--- config.mk ---
export PLATFORM = sky130hd
export DESIGN_NAME = expression_syntax_pda_core_flat
export DESIGN_NICKNAME = d
export VERILOG_FILES = /design/src/sv/esp_pkg.sv /design/src/sv/esp_ifs.sv /design/src/sv/esp_front.sv /design/src/sv/esp_queue.sv /design/src/sv/esp_back.sv /design/src/sv/expression_syntax_pda_core.sv /design/src/flat_wrapper.sv
export SDC_FILE = /design/constraint.sdc
export NUM_CORES = 1
export LEC_CHECK = 0
export BUFFER_PORTS_ARGS = -buffer_cell sky130_fd_sc_hd__buf_4
export CELL_PAD_IN_SITES_DETAIL_PLACEMENT = 1
export CELL_PAD_IN_SITES_GLOBAL_PLACEMENT = 2
export CORE_UTILIZATION = 35
export DETAILED_ROUTE_END_ITERATION = 7
export PLACE_DENSITY_LB_ADDON = 0.1
export SLEW_MARGIN = 20
export SYNTH_ARGS = -nofsm -noshare
export SYNTH_HDL_FRONTEND = slang
export SYNTH_HIERARCHICAL = 1
export SYNTH_SLANG_ARGS = --single-unit
export TNS_END_PERCENT = 10
--- constraint.sdc ---
create_clock -name clk -period 2.56 [get_ports clk]
set_input_delay 0.256 -clock clk [delete_from_list [all_inputs] [get_ports clk]]
set_output_delay 0.256 -clock clk [all_outputs]
set_load 0.02 [all_outputs]
--- src/sv/esp_pkg.sv ---
// Package: shared constants, character classes and queue entry type for the expression PDA.
`default_nettype none

package esp_pkg;

    localparam int STACK_DEPTH = 64;
    localparam int QUEUE_DEPTH = 4;

    localparam int CH_W = 8;

    localparam logic [CH_W-1:0] CH_DOLLAR  = 8'h24;
    localparam logic [CH_W-1:0] CH_LPAREN  = 8'h28;
    localparam logic [CH_W-1:0] CH_RPAREN  = 8'h29;
    localparam logic [CH_W-1:0] CH_STAR    = 8'h2A;
    localparam logic [CH_W-1:0] CH_PLUS    = 8'h2B;
    localparam logic [CH_W-1:0] CH_MINUS   = 8'h2D;
    localparam logic [CH_W-1:0] CH_SLASH   = 8'h2F;
    localparam logic [CH_W-1:0] CH_ZERO    = 8'h30;
    localparam logic [CH_W-1:0] CH_NINE    = 8'h39;
    localparam logic [CH_W-1:0] CH_UPPER_A = 8'h41;
    localparam logic [CH_W-1:0] CH_UPPER_Z = 8'h5A;
    localparam logic [CH_W-1:0] CH_UNDER   = 8'h5F;
    localparam logic [CH_W-1:0] CH_LOWER_A = 8'h61;
    localparam logic [CH_W-1:0] CH_LOWER_Z = 8'h7A;

    typedef logic [2:0] cls_t;

    localparam cls_t CLS_OTHER  = 3'd0;
    localparam cls_t CLS_DOLLAR = 3'd1;
    localparam cls_t CLS_LPAREN = 3'd2;
    localparam cls_t CLS_RPAREN = 3'd3;
    localparam cls_t CLS_OP     = 3'd4;
    localparam cls_t CLS_DIGIT  = 3'd5;
    localparam cls_t CLS_ALPHA  = 3'd6;

    typedef struct packed {
        cls_t cls;
        logic last;
    } item_t;

    typedef struct packed {
        logic  valid;
        item_t item;
    } queue_head_t;

endpackage

`default_nettype wire

--- src/sv/esp_ifs.sv ---
// Interfaces: character request channel and verdict channel.
`default_nettype none

interface esp_char_if;
    logic                     valid;
    logic                     ready;
    logic [esp_pkg::CH_W-1:0] ch;
    logic                     last;

    modport source (output valid, output ch, output last, input ready);
    modport sink   (input valid, input ch, input last, output ready);
endinterface

interface esp_verdict_if;
    logic valid;
    logic ready;
    logic accepted;
    logic crashed;

    modport source (output valid, output accepted, output crashed, input ready);
    modport sink   (input valid, input accepted, input crashed, output ready);
endinterface

`default_nettype wire

--- src/sv/esp_front.sv ---
// Front end: accepts characters and classifies them into queue entries.
`default_nettype none

module esp_front
(
    esp_char_if.sink        chars,
    input  wire logic       q_ready,
    output logic            q_push,
    output esp_pkg::item_t  q_item
);

    esp_pkg::cls_t cls;

    always_comb
    begin
        unique case (chars.ch) inside
            esp_pkg::CH_DOLLAR:                          cls = esp_pkg::CLS_DOLLAR;
            esp_pkg::CH_LPAREN:                          cls = esp_pkg::CLS_LPAREN;
            esp_pkg::CH_RPAREN:                          cls = esp_pkg::CLS_RPAREN;
            esp_pkg::CH_PLUS, esp_pkg::CH_MINUS,
            esp_pkg::CH_STAR, esp_pkg::CH_SLASH:         cls = esp_pkg::CLS_OP;
            [esp_pkg::CH_ZERO:esp_pkg::CH_NINE]:         cls = esp_pkg::CLS_DIGIT;
            [esp_pkg::CH_UPPER_A:esp_pkg::CH_UPPER_Z],
            [esp_pkg::CH_LOWER_A:esp_pkg::CH_LOWER_Z],
            esp_pkg::CH_UNDER:                           cls = esp_pkg::CLS_ALPHA;
            default:                                     cls = esp_pkg::CLS_OTHER;
        endcase
    end

    assign chars.ready = q_ready;
    assign q_push      = chars.valid && q_ready;
    assign q_item.cls  = cls;
    assign q_item.last = chars.last;

endmodule

`default_nettype wire

--- src/sv/esp_queue.sv ---
// Queue: small register FIFO of classified characters between front and back.
`default_nettype none

module esp_queue
#(
    parameter int DEPTH = esp_pkg::QUEUE_DEPTH
)
(
    input  wire logic                  clk,
    input  wire logic                  rst_n,
    input  wire logic                  push,
    input  wire esp_pkg::item_t        push_item,
    output logic                       push_ready,
    input  wire logic                  pop,
    output esp_pkg::queue_head_t       head
);

    localparam int PTR_W = (DEPTH > 1) ? $clog2(DEPTH) : 1;
    localparam int CNT_W = $clog2(DEPTH + 1);

    esp_pkg::item_t   entry_reg [DEPTH];
    logic [PTR_W-1:0] wr_ptr_reg, wr_ptr_next;
    logic [PTR_W-1:0] rd_ptr_reg, rd_ptr_next;
    logic [CNT_W-1:0] count_reg, count_next;

    assign push_ready = (count_reg != CNT_W'(DEPTH));
    assign head.valid = (count_reg != '0);
    assign head.item  = entry_reg[rd_ptr_reg];

    always_comb
    begin
        wr_ptr_next = wr_ptr_reg;
        rd_ptr_next = rd_ptr_reg;
        count_next  = count_reg;
        if (push)
        begin
            wr_ptr_next = (wr_ptr_reg == PTR_W'(DEPTH - 1)) ? '0 : wr_ptr_reg + PTR_W'(1);
        end
        if (pop)
        begin
            rd_ptr_next = (rd_ptr_reg == PTR_W'(DEPTH - 1)) ? '0 : rd_ptr_reg + PTR_W'(1);
        end
        if (push && !pop)
        begin
            count_next = count_reg + CNT_W'(1);
        end
        else if (pop && !push)
        begin
            count_next = count_reg - CNT_W'(1);
        end
    end

    always_ff @(posedge clk or negedge rst_n)
    begin
        if (!rst_n)
        begin
            wr_ptr_reg <= '0;
            rd_ptr_reg <= '0;
            count_reg  <= '0;
        end
        else
        begin
            wr_ptr_reg <= wr_ptr_next;
            rd_ptr_reg <= rd_ptr_next;
            count_reg  <= count_next;
        end
    end

    always_ff @(posedge clk)
    begin
        if (push)
        begin
            entry_reg[wr_ptr_reg] <= push_item;
        end
    end

endmodule

`default_nettype wire

--- src/sv/esp_back.sv ---
// Back end: pushdown automaton, mark stack level and verdict output register.
`default_nettype none

module esp_back
#(
    parameter int STACK_DEPTH = esp_pkg::STACK_DEPTH
)
(
    input  wire logic                  clk,
    input  wire logic                  rst_n,
    input  wire esp_pkg::queue_head_t  head,
    output logic                       pop,
    esp_verdict_if.source              verdicts
);

    localparam int LEVEL_W = $clog2(STACK_DEPTH + 1);

    localparam logic [2:0] PH_Q1 = 3'd0;
    localparam logic [2:0] PH_Q2 = 3'd1;
    localparam logic [2:0] PH_Q3 = 3'd2;
    localparam logic [2:0] PH_Q4 = 3'd3;
    localparam logic [2:0] PH_Q5 = 3'd4;
    localparam logic [2:0] PH_Q6 = 3'd5;

    logic [2:0]         phase_reg, phase_next;
    logic               dead_reg, dead_next;
    logic [LEVEL_W-1:0] level_reg, level_next;
    logic               out_valid_reg, out_valid_next;
    logic               accepted_reg, accepted_next;
    logic               crashed_reg, crashed_next;

    logic       top_dollar;
    logic       top_paren;
    logic       ok;
    logic       do_push;
    logic       do_pop;
    logic       overflow;
    logic [2:0] target;
    logic [2:0] phase_step;
    logic       dead_step;
    logic [LEVEL_W-1:0] level_step;
    esp_pkg::cls_t cls;

    // The only dollar mark sits at the bottom; every mark above it is a paren.
    assign top_dollar = (level_reg == LEVEL_W'(1));
    assign top_paren  = (level_reg > LEVEL_W'(1));
    assign cls        = head.item.cls;

    assign pop = head.valid && (!head.item.last || !out_valid_reg || verdicts.ready);

    always_comb
    begin
        ok      = 1'b1;
        do_push = 1'b0;
        do_pop  = 1'b0;
        target  = phase_reg;
        unique case (phase_reg) inside
            PH_Q1:
            begin
                if (cls == esp_pkg::CLS_DOLLAR)
                begin
                    do_push = 1'b1;
                    target  = PH_Q2;
                end
                else
                begin
                    ok = 1'b0;
                end
            end
            PH_Q2:
            begin
                if (cls == esp_pkg::CLS_LPAREN)
                begin
                    do_push = 1'b1;
                    target  = PH_Q2;
                end
                else if (cls == esp_pkg::CLS_DIGIT)
                begin
                    target = PH_Q3;
                end
                else if (cls == esp_pkg::CLS_ALPHA)
                begin
                    target = PH_Q4;
                end
                else
                begin
                    ok = 1'b0;
                end
            end
            PH_Q3, PH_Q4, PH_Q5:
            begin
                if (cls == esp_pkg::CLS_DOLLAR && top_dollar)
                begin
                    do_pop = 1'b1;
                    target = PH_Q6;
                end
                else if (cls == esp_pkg::CLS_RPAREN && top_paren)
                begin
                    do_pop = 1'b1;
                    target = PH_Q5;
                end
                else if (cls == esp_pkg::CLS_OP)
                begin
                    target = PH_Q2;
                end
                else if (phase_reg == PH_Q3 && cls == esp_pkg::CLS_DIGIT)
                begin
                    target = PH_Q3;
                end
                else if (phase_reg == PH_Q4
                         && (cls == esp_pkg::CLS_ALPHA || cls == esp_pkg::CLS_DIGIT))
                begin
                    target = PH_Q4;
                end
                else
                begin
                    ok = 1'b0;
                end
            end
            default:
            begin
                ok = 1'b0;
            end
        endcase
    end

    assign overflow = do_push && (level_reg == LEVEL_W'(STACK_DEPTH));

    always_comb
    begin
        phase_step = phase_reg;
        dead_step  = dead_reg;
        level_step = level_reg;
        if (!dead_reg)
        begin
            if (!ok || overflow)
            begin
                dead_step = 1'b1;
            end
            else
            begin
                phase_step = target;
            end
            if (do_push && !overflow)
            begin
                level_step = level_reg + LEVEL_W'(1);
            end
            if (do_pop)
            begin
                level_step = level_reg - LEVEL_W'(1);
            end
        end
    end

    always_comb
    begin
        phase_next     = phase_reg;
        dead_next      = dead_reg;
        level_next     = level_reg;
        out_valid_next = out_valid_reg && !verdicts.ready;
        accepted_next  = accepted_reg;
        crashed_next   = crashed_reg;
        if (pop)
        begin
            if (head.item.last)
            begin
                out_valid_next = 1'b1;
                accepted_next  = !dead_step && (phase_step == PH_Q6);
                crashed_next   = dead_step;
                phase_next     = PH_Q1;
                dead_next      = 1'b0;
                level_next     = '0;
            end
            else
            begin
                phase_next = phase_step;
                dead_next  = dead_step;
                level_next = level_step;
            end
        end
    end

    always_ff @(posedge clk or negedge rst_n)
    begin
        if (!rst_n)
        begin
            phase_reg     <= PH_Q1;
            dead_reg      <= 1'b0;
            level_reg     <= '0;
            out_valid_reg <= 1'b0;
        end
        else
        begin
            phase_reg     <= phase_next;
            dead_reg      <= dead_next;
            level_reg     <= level_next;
            out_valid_reg <= out_valid_next;
        end
    end

    always_ff @(posedge clk)
    begin
        accepted_reg <= accepted_next;
        crashed_reg  <= crashed_next;
    end

    assign verdicts.valid    = out_valid_reg;
    assign verdicts.accepted = accepted_reg;
    assign verdicts.crashed  = crashed_reg;

    a_level_bound: assert property (@(posedge clk) disable iff (!rst_n)
        level_reg <= LEVEL_W'(STACK_DEPTH))
        else $error("mark stack level beyond depth");

    a_q1_empty: assert property (@(posedge clk) disable iff (!rst_n)
        phase_reg == PH_Q1 |-> level_reg == '0)
        else $error("stack not empty in start phase");

    a_q6_empty: assert property (@(posedge clk) disable iff (!rst_n)
        phase_reg == PH_Q6 |-> level_reg == '0)
        else $error("stack not empty after closing marker");

    a_verdict_excl: assert property (@(posedge clk) disable iff (!rst_n)
        out_valid_reg |-> !(accepted_reg && crashed_reg))
        else $error("verdict both accepted and crashed");

    a_last_loads: assert property (@(posedge clk) disable iff (!rst_n)
        pop && head.item.last |=> out_valid_reg)
        else $error("final character gave no verdict");

endmodule

`default_nettype wire

--- src/sv/expression_syntax_pda_core.sv ---
// Top level: expression syntax pushdown recognizer with decoupled front and back ends.
//
//   channel   modport   payload                 meaning
//   chars     sink      ch[7:0], last           one character request per handshake
//   verdicts  source    accepted, crashed       one verdict per final character
//
// Unless stalled, one character enters and the back end retires one entry per cycle.
// A verdict is registered at the edge where its final character leaves the queue,
// at the earliest the edge after that character is accepted.
// The back end stalls only on a final character while an earlier verdict waits.
// The QUEUE_DEPTH entry queue absorbs such stalls before chars.ready drops.
// Reset clears phase, crash flag, stack level and queue; no clearing pass.
`default_nettype none

module expression_syntax_pda_core
#(
    parameter int STACK_DEPTH = esp_pkg::STACK_DEPTH,
    parameter int QUEUE_DEPTH = esp_pkg::QUEUE_DEPTH
)
(
    input  wire logic       clk,
    input  wire logic       rst_n,
    esp_char_if.sink        chars,
    esp_verdict_if.source   verdicts
);

    logic                  q_push;
    logic                  q_ready;
    logic                  q_pop;
    esp_pkg::item_t        q_item;
    esp_pkg::queue_head_t  q_head;

    esp_front u_front
    (
        .chars   (chars),
        .q_ready (q_ready),
        .q_push  (q_push),
        .q_item  (q_item)
    );

    esp_queue
    #(
        .DEPTH (QUEUE_DEPTH)
    )
    u_queue
    (
        .clk        (clk),
        .rst_n      (rst_n),
        .push       (q_push),
        .push_item  (q_item),
        .push_ready (q_ready),
        .pop        (q_pop),
        .head       (q_head)
    );

    esp_back
    #(
        .STACK_DEPTH (STACK_DEPTH)
    )
    u_back
    (
        .clk      (clk),
        .rst_n    (rst_n),
        .head     (q_head),
        .pop      (q_pop),
        .verdicts (verdicts)
    );

endmodule

`default_nettype wire

--- src/flat_wrapper.sv ---
// flat-port wrapper written by rule: the top's interface ports become plain ports
module expression_syntax_pda_core_flat 
#(
    parameter int STACK_DEPTH = esp_pkg::STACK_DEPTH,
    parameter int QUEUE_DEPTH = esp_pkg::QUEUE_DEPTH
)
  (clk, rst_n, chars_valid, chars_ch, chars_last, chars_ready, verdicts_valid, verdicts_accepted, verdicts_crashed, verdicts_ready);
  esp_char_if chars_i ();
  esp_verdict_if verdicts_i ();
  input  wire logic clk;
  input  wire logic rst_n;
  input wire logic [$bits(chars_i.valid)-1:0] chars_valid;
  input wire logic [$bits(chars_i.ch)-1:0] chars_ch;
  input wire logic [$bits(chars_i.last)-1:0] chars_last;
  output wire logic [$bits(chars_i.ready)-1:0] chars_ready;
  output wire logic [$bits(verdicts_i.valid)-1:0] verdicts_valid;
  output wire logic [$bits(verdicts_i.accepted)-1:0] verdicts_accepted;
  output wire logic [$bits(verdicts_i.crashed)-1:0] verdicts_crashed;
  input wire logic [$bits(verdicts_i.ready)-1:0] verdicts_ready;
  assign chars_i.valid = chars_valid;
  assign chars_i.ch = chars_ch;
  assign chars_i.last = chars_last;
  assign chars_ready = chars_i.ready;
  assign verdicts_valid = verdicts_i.valid;
  assign verdicts_accepted = verdicts_i.accepted;
  assign verdicts_crashed = verdicts_i.crashed;
  assign verdicts_i.ready = verdicts_ready;
  expression_syntax_pda_core #(.STACK_DEPTH(STACK_DEPTH), .QUEUE_DEPTH(QUEUE_DEPTH)) u_core (.clk(clk), .rst_n(rst_n), .chars(chars_i), .verdicts(verdicts_i));
endmodule
==> results.md <==
* Worst hold endpoint: u_core/u_back/verdicts.valid$_DFF_PN0_
* Slew @ Worst Pin at 0.388 ns
* Nature of the critical path endpoint: flip-flop
* Pin count of the biggest net entering global routing at 20
* Share of cells above drive strength 1 at 26.1%
* Sequential element share of the synthesized area at 43.4%
* RR Startpoint: u_core/u_back/level_reg[5]$_DFFE_PN0P_
* Leading area contributor after synthesis: edfxtp_1
* Top post-synthesis cells by area: edfxtp_1 (23%), dfrtp_1 (20%), ha_1 (5.3%)
* Vias at 1895
* Chip width at 83.8 um
* Worst path cell trace: or4_4 -> o31a_1 -> o2111a_2 -> buf_4 -> o31ai_4 -> buf_4 -> o21ai_0 -> a21oi_1
* DRC at 0
* Die height at 83.8 um
* Vias in the first global route at 2035
* Pre-Repair DR Iteration Count at 4
* Startpoint Class: flip-flop
* EDFF count, synth at 18
* Initial antenna violation count at 0
* Routability cong. at 0.829
* I/O Buffers at 16
* Initial core utilization at 36.6%
* Ys Warns at 6
* Ys async rst share at 51.4%
* Final setup margin at 0.0315 ns
* Pins Over Slew Limit at 0
* CP Data Arrival Time at 2.73 ns
* Core area at 0.00639 mm2
* IO Count at 17
* GRT Total Usage at 17.7%
* Tcrit/Tclk final at 98.8%
* Critical Path Max Stage Delay at 0.58 ns
* Total Nets Final at 287
* Clock sinks at 37
* Synthesized cell area at 0.00234 mm2
* Post-Syn Nets at 252
* Worst rel slew slack at 74.1%
* Hold WS at 0.143 ns
* Clk Latency, worst-skew pair at 0.29 ns
* Finish-stage setup viols at 0
* Gr ovfl total at 0
* Post-synth top flop: dfrtp_1
* Synthesized area per cell at 10.3 um2
* CP max-delay cell: or4_4
* Drt wl/cell at 17.1 um
* P_leak at 1.14 nW
* # diodes at 0
* Worst hold stages at 2
* Pwr dens at 1060 mW/mm2
* Post-synthesis cell count at 228
* R2R Path End: u_core/u_back/level_reg[2]$_DFFE_PN0P_
* Clock Skew at 0.00606 ns
* H-tree depth at 2
* Unrepaired setup endpoints after global routing: yes
* Max IR drop VDD at 0.554 mV
* Antenna-violating nets left at 0
* Max FFs per register at 16
* Drt total wl at 5.84 mm
* Final core utilization at 43.8%
* Post-Place Worst Slack at -0.0148 ns
* Vias per inst at 5.56
* Area Growth Syn to Fin at 19.6%
* Worst Path Required at 2.77 ns
* First-pass GRT wire length at 9.71 mm
* Maximum root-to-sink buffer count at 2
* Most frequent CP cell: buf_4
* CP Class: flip-flop to flip-flop
* Row count at 29
* Period minus WS final at 2.53 ns
* Critical path peak fanout at 7
* Cells on worst reg2reg path at 8
* Commonest cells post-synth: nor2_1 (21), nand2_1 (20), dfrtp_1 (19)
* CTS Buf Count at 5
* Max cap viols at 0
* Die ar. at 0.00702 mm2
* Synthesis-stage register bit count at 37
* DPL Wire Length at 4.47 mm
* R2R setup slack at 0.03 ns
* Drt first-iter violations at 83
* Outcome: completed
* Hold Startpoint: verdicts_ready
* Most common cell in the netlist: nor2_1
* CTS tree: built
* Clock slew seen by the registers of the worst setup and hold paths at 0.08 ns
* CTS root buffer: clkbuf_8
* Yosys cell types at 56
* Final hold vios at 0
* Hold WC Path Type: input port to flip-flop
* Area share of the largest cell type after synthesis at 23.1%
* FMAX at 395 MHz
[layout by cell type, fill, tap and decap left out, drive strengths merged, types with 3 or more instances in the layout]
master  Yosys  layout
buf         5      39
nor2       21      21
nand2      20      20
dfrtp      19      19
edfxtp     18      18
inv        17      17
a21oi      11      11
o21ai      10      10
ha         10      10
o22ai       6       6
clkbuf      7       6
or3         5       5
and2        5       5
or4         5       5
nand2b      4       4
xor2        4       4
mux2        4       4
mux4        4       4
o31ai       4       4
mux2i       3       3
o211ai      3       3
nor3        3       3
[metrics by stage]
step,setup TNS (ns),power [W],area [um2],cells
detailed placement,-0.0148,0.00250,2650,330
global placement,0,0.00242,2650,330
finish,0,0.00298,2800,341
global route,-0.209,0.00321,2800,341
CTS,0,0.00292,2740,339
floorplan,0,0.00195,2350,228
[power by group]
group | leakage (nW) | internal (W) | switching, W
registers | 0.410 | 0.000799 | 0.000146
logic | 0.691 | 0.000734 | 0.000891
clock network | 0.0374 | 0.000192 | 0.000215
total | 1.14 | 0.00172 | 0.00125
[metal layers]
| layer | vias up | global-route usage, % | part of all wire [%] |
|---|---|---|---|
| met5 | - | 0 | 0 |
| met4 | 0 | 6.63 | 1.7 |
| met3 | 8 | 3.56 | 2.9 |
| met2 | 31 | 30.5 | 53 |
| met1 | 954 | 21.7 | 42 |
| li1 | 902 | - | - |
[kinds of logic (layout without fill, tap and decap cells)]
family	count (synthesis)	in the layout	share of synthesized area (%)
muxes	11	11	7.06
xor gates and xnor gates	6	6	2.25
DFF	37	37	43.4
buffers and inverters	29	65	5.94
AOI/OAI and AO/OA	53	53	16.4
adders and majority gates	11	11	6.20
and+or+nand+nor	81	81	18.7
[what timing repair did]
item,CTS,global route
resized for setup,2,7
endpoints found under the setup margin,4,10
pin swaps,0,6
buffers inserted,0,2
hold buffers,1,0
endpoints found under the hold margin,19,0
[final cells by class]
| type | count | area, um2 |
|---|---|---|
| fillers | 716 | 3590 |
| repair buffers | 40 | 307 |
| inverters | 17 | 63.8 |
| clock buffers | 6 | 72.6 |
| flip-flops and latches | 37 | 1020 |
| well taps | 77 | 96.3 |
| clock inverters | 2 | 15.0 |
| multi-input cells | 162 | 1230 |
[worst max path at each step]
| stage | to | start | cells past startpoint |
|---|---|---|---|
| after floorplan | u_core/u_queue/count_reg[1]$_DFFE_PN0P_ | u_core/u_queue/rd_ptr_reg[0]$_DFFE_PN0P_ | 10 |
| after global placement | u_core/u_back/level_reg[6]$_DFFE_PN0P_ | u_core/u_queue/rd_ptr_reg[0]$_DFFE_PN0P_ | 7 |
| after detailed placement | u_core/u_back/level_reg[2]$_DFFE_PN0P_ | u_core/u_queue/rd_ptr_reg[0]$_DFFE_PN0P_ | 7 |
| after CTS | u_core/u_back/level_reg[3]$_DFFE_PN0P_ | u_core/u_queue/rd_ptr_reg[0]$_DFFE_PN0P_ | 8 |
| after global routing | u_core/u_back/level_reg[3]$_DFFE_PN0P_ | u_core/u_queue/rd_ptr_reg[0]$_DFFE_PN0P_ | 8 |
| final | u_core/u_back/level_reg[2]$_DFFE_PN0P_ | u_core/u_back/level_reg[5]$_DFFE_PN0P_ | 8 |
[worst max-delay path, delay by kind of cell, from the launching register on]
family / cells / cell delay, ns
AOI/OAI and AO/OA: 5 / 1.13
and+or+nand+nor: 1 / 0.58
DFF: 1 / 0.39
buffers and inverters: 2 / 0.34
(Power assumes the default switching activity.)
